**config.mk**
```make
export PLATFORM = sky130hd
export DESIGN_NAME = command_packet_parser_top
export DESIGN_NICKNAME = d
export VERILOG_FILES = /design/src/hw/rtl/cpp_pkg.sv /design/src/hw/rtl/command_packet_parser_top.sv /design/src/hw/rtl/cpp_in_stage.sv /design/src/hw/rtl/cpp_parse.sv /design/src/hw/rtl/cpp_out_stage.sv
export SDC_FILE = /design/constraint.sdc
export NUM_CORES = 1
export LEC_CHECK = 0
export BUFFER_PORTS_ARGS = -buffer_cell sky130_fd_sc_hd__buf_2
export CORE_AREA = 4 4 179 181
export DETAILED_ROUTE_END_ITERATION = 8
export DIE_AREA = 0 0 183 185
export GPL_TIMING_DRIVEN = 0
export PLACE_DENSITY_LB_ADDON = 0.1
export SYNTH_ARGS = -nofsm -noshare
export SYNTH_HDL_FRONTEND = slang
export SYNTH_HIERARCHICAL = 1
export SYNTH_SLANG_ARGS = --single-unit
```
**constraint.sdc**
```tcl
create_clock -name aclk -period 3.1 [get_ports aclk]
set_input_delay 0.155 -clock aclk [delete_from_list [all_inputs] [get_ports aclk]]
set_output_delay 0.155 -clock aclk [all_outputs]
set_load 0.02 [all_outputs]
```
**src/hw/rtl/cpp_pkg.sv**
```systemverilog
// Shared types and constants for the command packet parser.
// No dependencies; imported by every module of the block.
package cpp_pkg;

    localparam int unsigned BYTE_W  = 8;
    localparam int unsigned SERVO_W = 16;
    localparam int unsigned STORE_DEPTH = 8;
    localparam int unsigned IDX_W = $clog2(STORE_DEPTH);

    localparam logic [BYTE_W-1:0] CMD_TONE  = 8'h11;
    localparam logic [BYTE_W-1:0] CMD_MOTOR = 8'h12;
    localparam logic [BYTE_W-1:0] CMD_SERVO = 8'h15;
    localparam logic [BYTE_W-1:0] SIZE_VARIABLE = 8'hFF;
    localparam logic [BYTE_W-1:0] MOTOR_RESET = 8'h80;

    // payload size by low three bits of the command byte
    localparam logic [BYTE_W-1:0] SIZE_TABLE [8] = '{
        8'd0, 8'd1, 8'd2, 8'd4, 8'd6, 8'd8, 8'd12, 8'd255
    };

    typedef enum logic [1:0] {
        PH_COMMAND = 2'd0,
        PH_LENGTH  = 2'd1,
        PH_PAYLOAD = 2'd2,
        PH_DISCARD = 2'd3
    } cpp_phase_t;

    typedef enum logic [2:0] {
        EV_BEEP    = 3'd0,
        EV_MOTOR   = 3'd1,
        EV_SERVO   = 3'd2,
        EV_MISSING = 3'd3,
        EV_UNKNOWN = 3'd4
    } cpp_event_t;

    typedef struct packed {
        logic [BYTE_W-1:0] data_byte;
        logic              last_of_packet;
    } cpp_beat_t;

    typedef struct packed {
        cpp_event_t         event_res;
        logic               beep_on;
        logic [BYTE_W-1:0]  beep_ms;
        logic [BYTE_W-1:0]  motor_a;
        logic [BYTE_W-1:0]  motor_b;
        logic [SERVO_W-1:0] servo_0;
        logic [SERVO_W-1:0] servo_1;
        logic [SERVO_W-1:0] servo_2;
        logic [SERVO_W-1:0] servo_3;
        logic [BYTE_W-1:0]  error_detail;
    } cpp_result_t;

endpackage

```
**src/hw/rtl/command_packet_parser_top.sv**
```systemverilog
// Command packet parser: takes host packet bytes one beat at a time, with a flag on the
// final byte, and reports beep, motor, servo, missing-data and unknown-command events.
// A beat is accepted every cycle when the result side keeps up; a beat that yields an
// event passes through one parse step from the input register to the result register;
// a full result slot stalls it. Motor and servo fields always carry current values.
// Depends on cpp_pkg, cpp_in_stage, cpp_parse, cpp_out_stage.
module command_packet_parser_top
    import cpp_pkg::*;
(
    input  logic                aclk,
    input  logic                aresetn,
    input  logic                s_valid,
    output logic                s_ready,
    input  logic [BYTE_W-1:0]   s_data_byte,
    input  logic                s_last_of_packet,
    output logic                m_valid,
    input  logic                m_ready,
    output logic [2:0]          m_event_res,
    output logic                m_beep_on,
    output logic [BYTE_W-1:0]   m_beep_ms,
    output logic [BYTE_W-1:0]   m_motor_a,
    output logic [BYTE_W-1:0]   m_motor_b,
    output logic [SERVO_W-1:0]  m_servo_0,
    output logic [SERVO_W-1:0]  m_servo_1,
    output logic [SERVO_W-1:0]  m_servo_2,
    output logic [SERVO_W-1:0]  m_servo_3,
    output logic [BYTE_W-1:0]   m_error_detail
);

    cpp_beat_t   s_beat;
    cpp_beat_t   beat;
    logic        beat_valid;
    logic        slot_free;
    logic        step;
    logic        emit;
    cpp_result_t res;
    cpp_result_t m_res;

    assign s_beat.data_byte      = s_data_byte;
    assign s_beat.last_of_packet = s_last_of_packet;
    assign step = beat_valid && slot_free;

    cpp_in_stage u_in (
        .aclk       (aclk),
        .aresetn    (aresetn),
        .s_valid    (s_valid),
        .s_ready    (s_ready),
        .s_beat     (s_beat),
        .take       (step),
        .beat_valid (beat_valid),
        .beat       (beat)
    );

    cpp_parse u_parse (
        .aclk    (aclk),
        .aresetn (aresetn),
        .step    (step),
        .beat    (beat),
        .emit    (emit),
        .res     (res)
    );

    cpp_out_stage u_out (
        .aclk       (aclk),
        .aresetn    (aresetn),
        .load       (step),
        .load_valid (emit),
        .load_res   (res),
        .slot_free  (slot_free),
        .m_valid    (m_valid),
        .m_ready    (m_ready),
        .m_res      (m_res)
    );

    assign m_event_res    = m_res.event_res;
    assign m_beep_on      = m_res.beep_on;
    assign m_beep_ms      = m_res.beep_ms;
    assign m_motor_a      = m_res.motor_a;
    assign m_motor_b      = m_res.motor_b;
    assign m_servo_0      = m_res.servo_0;
    assign m_servo_1      = m_res.servo_1;
    assign m_servo_2      = m_res.servo_2;
    assign m_servo_3      = m_res.servo_3;
    assign m_error_detail = m_res.error_detail;

endmodule

```
**src/hw/rtl/cpp_in_stage.sv**
```systemverilog
// Input register for packet bytes.
// Depends on cpp_pkg (cpp_beat_t).
module cpp_in_stage
    import cpp_pkg::*;
(
    input  logic      aclk,
    input  logic      aresetn,
    input  logic      s_valid,
    output logic      s_ready,
    input  cpp_beat_t s_beat,
    input  logic      take,
    output logic      beat_valid,
    output cpp_beat_t beat
);

    logic      valid_reg;
    logic      valid_next;
    cpp_beat_t beat_reg;
    logic      load;

    assign s_ready = !valid_reg || take;
    assign load    = s_valid && s_ready;

    always_comb begin
        if (load) begin
            valid_next = 1'b1;
        end else if (take) begin
            valid_next = 1'b0;
        end else begin
            valid_next = valid_reg;
        end
    end

    always_ff @(posedge aclk) begin
        if (!aresetn) begin
            valid_reg <= 1'b0;
        end else begin
            valid_reg <= valid_next;
        end
    end

    always_ff @(posedge aclk) begin
        if (load) begin
            beat_reg <= s_beat;
        end
    end

    assign beat_valid = valid_reg;
    assign beat       = beat_reg;

endmodule

```
**src/hw/rtl/cpp_parse.sv**
```systemverilog
// Parser state and per-byte decode: phase, payload store, motor and servo values.
// Depends on cpp_pkg (size table, codes, result type).
module cpp_parse
    import cpp_pkg::*;
(
    input  logic        aclk,
    input  logic        aresetn,
    input  logic        step,
    input  cpp_beat_t   beat,
    output logic        emit,
    output cpp_result_t res
);

    cpp_phase_t         phase_reg, phase_next;
    logic [BYTE_W-1:0]  cmd_reg, cmd_next;
    logic [BYTE_W-1:0]  rem_reg, rem_next;
    logic [IDX_W-1:0]   idx_reg, idx_next;
    logic [BYTE_W-1:0]  size_reg, size_next;
    logic [BYTE_W-1:0]  store_reg [STORE_DEPTH];
    logic [BYTE_W-1:0]  store_next [STORE_DEPTH];
    logic [BYTE_W-1:0]  motor_reg [2];
    logic [BYTE_W-1:0]  motor_next [2];
    logic [SERVO_W-1:0] servo_reg [4];
    logic [SERVO_W-1:0] servo_next [4];

    logic               do_start;
    logic [BYTE_W-1:0]  start_size;
    logic               do_finish;
    logic [BYTE_W-1:0]  table_size;
    logic [BYTE_W-1:0]  b;
    logic               last;
    cpp_event_t         ev;
    logic               on;
    logic [BYTE_W-1:0]  ms;
    logic [BYTE_W-1:0]  detail;

    assign b          = beat.data_byte;
    assign last       = beat.last_of_packet;
    assign table_size = SIZE_TABLE[b[2:0]];

    always_comb begin
        phase_next = phase_reg;
        cmd_next   = cmd_reg;
        rem_next   = rem_reg;
        idx_next   = idx_reg;
        size_next  = size_reg;
        store_next = store_reg;
        motor_next = motor_reg;
        servo_next = servo_reg;
        do_start   = 1'b0;
        start_size = '0;
        do_finish  = 1'b0;
        emit       = 1'b0;
        ev         = EV_BEEP;
        on         = 1'b0;
        ms         = '0;
        detail     = '0;

        unique case (phase_reg)
            PH_COMMAND: begin
                cmd_next = b;
                if (table_size == SIZE_VARIABLE) begin
                    if (last) begin
                        emit       = 1'b1;
                        ev         = EV_MISSING;
                        detail     = SIZE_VARIABLE;
                        phase_next = PH_COMMAND;
                    end else begin
                        phase_next = PH_LENGTH;
                    end
                end else begin
                    do_start   = 1'b1;
                    start_size = table_size;
                end
            end
            PH_LENGTH: begin
                do_start   = 1'b1;
                start_size = b;
            end
            PH_PAYLOAD: begin
                store_next[idx_reg] = b;
                idx_next = idx_reg + IDX_W'(1);
                rem_next = rem_reg - 8'd1;
                if (rem_next == '0) begin
                    do_finish = 1'b1;
                end else if (last) begin
                    emit       = 1'b1;
                    ev         = EV_MISSING;
                    detail     = size_reg;
                    phase_next = PH_COMMAND;
                end
            end
            PH_DISCARD: begin
                if (last) begin
                    phase_next = PH_COMMAND;
                end
            end
        endcase

        if (do_start) begin
            size_next = start_size;
            rem_next  = start_size;
            idx_next  = '0;
            if (start_size == '0) begin
                do_finish = 1'b1;
            end else if (last) begin
                emit       = 1'b1;
                ev         = EV_MISSING;
                detail     = start_size;
                phase_next = PH_COMMAND;
            end else begin
                phase_next = PH_PAYLOAD;
            end
        end

        if (do_finish) begin
            emit       = 1'b1;
            phase_next = PH_COMMAND;
            case (cmd_next)
                CMD_TONE: begin
                    ev = EV_BEEP;
                    on = (store_next[0] != '0);
                    ms = store_next[0];
                end
                CMD_MOTOR: begin
                    ev = EV_MOTOR;
                    motor_next[0] = store_next[0];
                    motor_next[1] = store_next[1];
                end
                CMD_SERVO: begin
                    ev = EV_SERVO;
                    servo_next[0] = {store_next[1], store_next[0]};
                    servo_next[1] = {store_next[3], store_next[2]};
                    servo_next[2] = {store_next[5], store_next[4]};
                    servo_next[3] = {store_next[7], store_next[6]};
                end
                default: begin
                    ev         = EV_UNKNOWN;
                    detail     = cmd_next;
                    phase_next = last ? PH_COMMAND : PH_DISCARD;
                end
            endcase
        end
    end

    always_comb begin
        res.event_res    = ev;
        res.beep_on      = on;
        res.beep_ms      = ms;
        res.motor_a      = motor_next[0];
        res.motor_b      = motor_next[1];
        res.servo_0      = servo_next[0];
        res.servo_1      = servo_next[1];
        res.servo_2      = servo_next[2];
        res.servo_3      = servo_next[3];
        res.error_detail = detail;
    end

    always_ff @(posedge aclk) begin
        if (!aresetn) begin
            phase_reg <= PH_COMMAND;
            cmd_reg   <= '0;
            rem_reg   <= '0;
            idx_reg   <= '0;
            size_reg  <= '0;
            motor_reg <= '{MOTOR_RESET, MOTOR_RESET};
            servo_reg <= '{default: '0};
        end else if (step) begin
            phase_reg <= phase_next;
            cmd_reg   <= cmd_next;
            rem_reg   <= rem_next;
            idx_reg   <= idx_next;
            size_reg  <= size_next;
            motor_reg <= motor_next;
            servo_reg <= servo_next;
        end
    end

    always_ff @(posedge aclk) begin
        if (step) begin
            store_reg <= store_next;
        end
    end

    a_discard_ends: assert property (@(posedge aclk) disable iff (!aresetn)
        step && phase_reg == PH_DISCARD && last |=> phase_reg == PH_COMMAND)
        else $error("discard phase did not end on last beat");

    a_missing_on_last: assert property (@(posedge aclk) disable iff (!aresetn)
        step && emit && res.event_res == EV_MISSING |-> last)
        else $error("missing data reported before end of packet");

    a_length_leaves: assert property (@(posedge aclk) disable iff (!aresetn)
        step && phase_reg == PH_LENGTH |=> phase_reg != PH_LENGTH)
        else $error("length phase held over a beat");

    a_unknown_detail: assert property (@(posedge aclk) disable iff (!aresetn)
        step && emit && res.event_res == EV_UNKNOWN |-> res.error_detail == cmd_next)
        else $error("unknown command detail does not match command");

endmodule

```
**src/hw/rtl/cpp_out_stage.sv**
```systemverilog
// Result register for parser events.
// Depends on cpp_pkg (cpp_result_t).
module cpp_out_stage
    import cpp_pkg::*;
(
    input  logic        aclk,
    input  logic        aresetn,
    input  logic        load,
    input  logic        load_valid,
    input  cpp_result_t load_res,
    output logic        slot_free,
    output logic        m_valid,
    input  logic        m_ready,
    output cpp_result_t m_res
);

    logic        valid_reg;
    logic        valid_next;
    cpp_result_t res_reg;

    assign slot_free = !valid_reg || m_ready;

    always_comb begin
        if (load) begin
            valid_next = load_valid;
        end else if (m_ready) begin
            valid_next = 1'b0;
        end else begin
            valid_next = valid_reg;
        end
    end

    always_ff @(posedge aclk) begin
        if (!aresetn) begin
            valid_reg <= 1'b0;
        end else begin
            valid_reg <= valid_next;
        end
    end

    always_ff @(posedge aclk) begin
        if (load && load_valid) begin
            res_reg <= load_res;
        end
    end

    assign m_valid = valid_reg;
    assign m_res   = res_reg;

endmodule

```
== Word level (Yosys, flattened, before mapping) ==
Memories as Yosys holds them, arrays and structs flattened.
Cells that the tools add are included.
Operators by class
  multiplexer cells: 65
  add/subtract/negate cells: 2
  eq/ne operators: 7
  bitwise logic cells: 2
  reduce and logical (&&, ||, !) cells: 19
  $lt $le $gt $ge: 3
Operators with widths (number)
  64-bit 2-to-1 mux: 3
  8-bit 2-to-1 mux: 16
  64-bit bitwise mux: 1
  16-bit 2-to-1 mux: 2
  8-bit case mux with 2 select lines: 2
  8-bit demux with 3-bit select: 1
  8-bit by 5-bit equality test with 1-bit output (second input constant): 3
  3-bit 2-to-1 mux: 8
  2-bit 2-to-1 mux: 10
  1-bit 2-to-1 mux: 17
  8-bit logical NOT: 2
  3-bit case mux with 3 select lines: 1
  8-bit equality test (second input constant): 1
  4-bit >= comparator (second input constant): 2
  3-bit NOT with 4-bit output: 2
  8-bit nonzero test: 1
  8-bit by 1-bit subtractor with 8-bit output (second input constant): 1
  2-bit case mux with 3 select lines: 1
  3-bit case mux with 2 select lines: 1
  2-bit AND reduction: 3
  2-bit nonzero test: 3
  2-bit equality test (second input constant): 2
  1-bit logical AND: 4
  4-bit by 1-bit < comparator with 1-bit output (second input constant): 1
  7 further kinds: 10
Storage, ports and cells
  bits in registers: 284
  memories: 1
  output and inout port bits: 102
  input bits: 13
  bits in read-only memories: 64
  logic and storage cells: 132
Memories
  (no name shown): words 8, width 8, read ports 1, clocked after memory_dff 0, wr ports 0, RTL line cpp_parse.sv:39  | assign table_size = SIZE_TABLE[b[2:0]];

== Logic depth before layout (Yosys ltp) ==
  word-level depth: 12
  depth in mapped cells: 13
  gate-level depth less buffers: 10

== Cells and area by module ==
The synthesis kept the hierarchy.
Modules (own cells, without submodules)
  cpp_parse: instances 1, seq. area each 4103.9 sq um, area each 8707.1 sq um, cells an instance 947
  cpp_out_stage: instances 1, seq. area each 3022.9 sq um, area each 3054.2 sq um, cells an instance 105
  cpp_in_stage: instances 1, seq. area each 290.3 sq um, area each 327.8 sq um, cells an instance 14
  command_packet_parser_top: instances 1, seq. area each 0.0 sq um, area each 6.3 sq um, cells an instance 1

== Worst setup path before layout ==
Ideal clock, no wire load.
  path type: flip-flop to flip-flop
  from: register u_out.valid_reg, in the netlist u_out/m_valid
  to: register u_out.res_reg (netlist bit u_out/m_res[0]), enable pin
  required time: 2711 ps
  cell stages (with the launch flop): 4
  path buffers: 0
  arrival: 3171 ps
  library setup time: 389 ps
  period minus slack after synthesis: 3561 ps
  setup slack: -461 ps
  cells stage by stage: dfxtp_1 > or2b_1 > and2_1 > and2_4
Between the ends
  cells in the longest elaborated chain, start to end: 4
Ends and longest elaborated chain
  from (decl): RTL line cpp_out_stage.sv:17  | logic valid_reg;
  from (signal assigned): RTL line cpp_out_stage.sv:37  | valid_reg <= valid_next;
  1-bit logical NOT: RTL line cpp_out_stage.sv:21  | assign slot_free = !valid_reg || m_ready;
  1-bit logical OR: RTL line cpp_out_stage.sv:21
  via slot_free: RTL line command_packet_parser_top.sv:33  | logic slot_free;
  1-bit logical AND: RTL line command_packet_parser_top.sv:41  | assign step = beat_valid && slot_free;
  via step: RTL line command_packet_parser_top.sv:34  | logic step;
  1-bit logical AND: RTL line cpp_out_stage.sv:42  | if (load && load_valid) begin
  to (signal assigned): RTL line cpp_out_stage.sv:43  | res_reg <= load_res;
  to (decl): RTL line cpp_out_stage.sv:19  | cpp_result_t res_reg;
The timed path passes the listed nets, and every way through them passes these cells.
A chain may end at the register's enable or synchronous reset.

== Worst setup path after layout ==
  from: register u_in.beat_reg (netlist bit u_in/beat[2])
  to: register u_out.valid_reg, in the netlist u_out/m_valid
Between the ends
  cells in the longest elaborated chain, start to end: 12
  elaborated cells between the ends (all ways): 19
  those cells by class: eq/ne (1); mux (15); bitwise (1); reduce/logical (1); memory (1)
Ends and longest elaborated chain
  from (decl): RTL line cpp_in_stage.sv:18  | cpp_beat_t beat_reg;
  from (signal assigned): RTL line cpp_in_stage.sv:44  | beat_reg <= s_beat;
  3-bit NOT with 4-bit output (implied by the code): RTL line cpp_parse.sv:39
  memory read 8 x 8 bit
  8-bit 2-to-1 mux (implied by the code) (2 in series): RTL line cpp_parse.sv:39
  8-bit equality test: RTL line cpp_parse.sv:62  | if (table_size == SIZE_VARIABLE) begin
  8-bit 2-to-1 mux / 1-bit 2-to-1 mux (equally long branches): RTL line cpp_parse.sv:62
  8-bit case mux with 2 select lines / 1-bit case mux with 2 select lines (equally long branches): RTL line cpp_parse.sv:59  | unique case (phase_reg)
  8-bit logical NOT / 1-bit 2-to-1 mux (equally long branches): RTL line cpp_parse.sv:104, cpp_parse.sv:106
  1-bit 2-to-1 mux: RTL line cpp_parse.sv:104  | if (start_size == '0) begin
  1-bit 2-to-1 mux: RTL line cpp_parse.sv:100  | if (do_start) begin
  1-bit 2-to-1 mux *: RTL line cpp_parse.sv:116  | if (do_finish) begin
  via emit: RTL line command_packet_parser_top.sv:35  | logic emit;
  1-bit 2-to-1 mux *: RTL line cpp_out_stage.sv:24  | if (load) begin
Mark *: on every way through the listed nets, which the timed path passes. The rest lies on a longest branch. The select of a mux whose other input is x is not followed.

==> results summary <==
The flow ran to the end, and the final reports show no timing, DRC or antenna violations. The sum of internal, switching and leakage power is 10.2 mW. In this run the power spent charging and discharging nets is between 2 and 3 mW. The I/O pin count came out at between 100 and 150. The flip-flop count of the largest register, all copies and words added is 100. The internal portion of total power is between 7 and 8 mW. The floorplan die width is 183 um. The worst setup path is launched from a flop. The critical path in this run is classified as reg -> reg.

After synthesis, the cell types taking the most area are sky130_fd_sc_hd__edfxtp_1 43%, sky130_fd_sc_hd__dfxtp_1 18%, sky130_fd_sc_hd__mux2i_1 6.4%. The tightest hold path in the finished design has a slack of 0.302 ns. Of the total power, the clock network draws 0.445.

The total die area is 33,900 um2. met2 is the most crowded layer. Among all flip-flop cells after synthesis, the most frequent one is sky130_fd_sc_hd__edfxtp_1. The proportion of register bits with asynchronous set or reset after synthesis is 0. The final worst-path cycle share is 0.985.

The CTS sink count is 284. The cell at the root of the clock tree is sky130_fd_sc_hd__clkbuf_16. Setup repair after global routing could not meet its margin everywhere.

The total global routing track utilization is 0.201. The clock-pin slew on the worst setup and hold paths is about 0.06 ns. The final non-filler cell total came out at around 1,700. The global-route wire length before repair is around 53,000 um. For the pin with the worst max-slew slack, the measured transition is approximately 1.1 ns. The slowest stage of the critical path belongs to the cell sky130_fd_sc_hd__edfxtp_1. The wire length after detailed routing is ~35,000 um. Data on the critical path is required at its endpoint by approximately 3.6 ns. Yosys printed 6 warnings. CTS built an H-tree with a depth of 1. The synthesized design spends more area on one cell type than any other, namely sky130_fd_sc_hd__edfxtp_1.

The routed via count divided by cell count is between 5 and 6. The count of endpoints failing hold in the final timing report came out at 0. Between clock sinks in the finished design, the worst skew comes to between 0.015 and 0.02 ns. The total setup violations reported at the end of the flow came out at 0. The synthesized design contains 173 enable-type register cells. The post-route antenna net violation count came out at 0.

The number of distinct library cells after synthesis is 64. The met2 track demand over resource came out at 0.316. The switching power as a share of total power is 0.252. The via count of the first global-routing pass came out at approximately 8,700. The count of port buffers added during placement came out at approximately 110. The core region is roughly 30,000 um2.

The signal on the critical path passes through buf_6 -> clkinvlp_4 -> buf_4 -> ha_4 -> nand2_1 -> a222oi_1 -> buf_4 -> o211ai_1 -> and3_4 -> nor3_4 -> nand3_4 -> buf_8 -> and2_4 -> o21a_1. The area growth from synthesis to layout is 25.7%. The cell leakage power is between 5 and 6 nW. The tightest min-delay check is of the in -> reg type.

The post-DP HPWL is 21,200 um. For this run the aggregate overflow at the end of global routing stands at 0. The initial utilization of the core area, before any placement, comes to 0.397. The post-synthesis instance area came out at about 12,000 um2. For this run, design rule violations remaining after detail routing come to 0. The layout cell share with drive strength beyond 1 came out at 0.246.

The number of clock buffers added by TritonCTS is 31. Leaving out fill and tap cells, the most frequent cell in the layout is sky130_fd_sc_hd__edfxtp_1. The met3 usage in global routing is 0.0285. The synthesized design contains between 200 and 300 register bits.

The worst pin sits at a relative slew slack of 0.268. The starting DRC count in detailed routing came out at a little over 700. The endpoint type of the worst setup path is a flop. The setup TNS is 0 ns. The number of slew-limit violations in the final report came out at 0. Synthesis produced ~1,100 cells.

The part of the power in combinational logic is 0.130. Based on the critical path, the design can be clocked at up to 327 MHz. The global routing usage on met1 came out at 0.294. The worst IR drop on VDD is slightly below 0.0004 V. In the layout the commonest cells are 173 x sky130_fd_sc_hd__edfxtp_1, 124 x sky130_fd_sc_hd__nor2_1, 121 x sky130_fd_sc_hd__buf_2.

The vertical die dimension is approximately 190 um. TritonCTS built the clock tree. After detailed routing, the average wire length per cell comes to ~21 um. The maximum number of pins on one net before global-route repair came out at 54. The minimum clock period came out at 3.05 ns. The routed via count is roughly 9,000. The first-pass iteration count of the detailed router is 7. By instance count, the cell type seen most on the critical path is sky130_fd_sc_hd__buf_4.

The reported max-cap violation count is 0. The signal arrival time at the worst endpoint came out at 3.51 ns. The net count of the mapped netlist came out at around 1,100. The share of Yosys cell area claimed by the top area cell type is 0.430.

At the later pin of the worst-skew pair, clock insertion delay measures between 0.5 and 0.6 ns. After detailed placement, the design holds a cell count of about 1,600. At the end of routability-driven placement, the weighted congestion stood at a little under 0.9. For this run, the register share of the synthesized area comes to 0.613. The sequential power share is 0.426. The mean post-synth cell area came out at 11.3 um2. After the last flow step, the layout net total stands at approximately 1,300.

The number of rows created at floorplan is 64. The largest fanout on the critical path came out at 7. The final standard cell utilization of the core is 0.500. On the worst path, the slowest cell contributes a delay of 0.43 ns. The maximum buffer depth of the clock tree came out at 3. The power density over the cells came out at ~670 nW/um2. The count of inserted antenna diode cells came out at 0. The initial antenna violation count is 0.
## Yosys cell counts, types with 5 or more instances
master and instances:
sky130_fd_sc_hd__a211oi_1 20, sky130_fd_sc_hd__a21oi_1 114, sky130_fd_sc_hd__a221oi_1 7, sky130_fd_sc_hd__a22oi_1 5, sky130_fd_sc_hd__a31oi_1 41, sky130_fd_sc_hd__and2_1 5, sky130_fd_sc_hd__and3_1 9, sky130_fd_sc_hd__buf_2 24
sky130_fd_sc_hd__buf_4 6, sky130_fd_sc_hd__clkbuf_1 50, sky130_fd_sc_hd__dfxtp_1 111, sky130_fd_sc_hd__edfxtp_1 173, sky130_fd_sc_hd__ha_1 7, sky130_fd_sc_hd__inv_1 77, sky130_fd_sc_hd__mux2i_1 77, sky130_fd_sc_hd__nand2_1 39
sky130_fd_sc_hd__nand3_1 5, sky130_fd_sc_hd__nor2_1 125, sky130_fd_sc_hd__nor3_1 6, sky130_fd_sc_hd__nor3b_1 7, sky130_fd_sc_hd__o21a_1 42, sky130_fd_sc_hd__o21ai_0 17, sky130_fd_sc_hd__o221a_1 16, sky130_fd_sc_hd__o221a_2 12
sky130_fd_sc_hd__or4_1 5
## final timing paths
| path | start | to | slack (ns) | cells after the start |
|---|---|---|---|---|
| max | u_in/beat[2] | u_out/m_valid | 0.05 | 14 |
| min | s_data_byte[3] | u_in/beat[4] | 0.30 | 2 |
| max reg2reg | u_in/beat[2] | u_out/m_valid | 0.05 | 14 |
| min reg2reg | u_parse/servo_reg[21] | u_parse/servo_reg[21] | 0.47 | 1 |
## stage by stage
step	worst slack [ns]	cell area (um2)
6_report	0.0463	15200
5_1_grt	-0.0486	15200
4_1_cts	0.00194	15000
3_5_place_dp	-0.858	13200
3_3_place_gp	-0.892	13200
2_1_floorplan	0.00687	12100
## power groups by stage
stage / Combinational, mW / Clock, mW / Sequential, mW
2_1_floorplan: 0.559 / 0 / 4.56
3_3_place_gp: 1.07 / 0 / 4.42
3_5_place_dp: 1.08 / 0 / 4.41
4_1_cts: 1.29 / 4.62 / 4.33
5_1_grt: 1.42 / 4.79 / 4.35
6_report: 1.32 / 4.53 / 4.33
## logic make-up after synthesis
logic type,synth area share
simple gates,0.0932
xor+xnor,0.00145
buf+inv,0.0546
flops,0.613
compound gates,0.166
fa+ha+maj,0.00724
mux,0.0647
## layout make-up
cell class,count,area (um2)
Buffer,81,482
Clock inverter,24,445
Clock buffer,34,828
Fill cell,2809,15200
Tap cell,396,495
Sequential cell,284,7420
Timing Repair Buffer,148,883
Multi-Input combinational cell,635,4350
Inverter,79,303
## critical path: cells and delay by family (launching register included)
kind	cells	cell delay [ns]
AOI/OAI and AO/OA	3	0.54
adders and majority gates	1	0.27
buffers and inverters	5	0.79
DFF	1	0.43
and+or+nand+nor	5	0.92
## routing by layer
layer | wire, um | up-vias
met3 | 2160 | 54
met4 | 799 | 0
met2 | 15900 | 297
li1 | - | 4305
met1 | 16200 | 4376
met5 | 0 | -
## repair_timing
action / 4_1_cts / 5_1_grt
hold buffers: 12 / 0
cloned: 14 / 0
gates resized for setup: 63 / 46
pin swaps: 6 / 8
hold endpoints to repair: 11 / 0
setup buffers: 11 / 9
setup endpoints to repair: 291 / 258
Note: power is estimated with default switching activity, not from simulation.
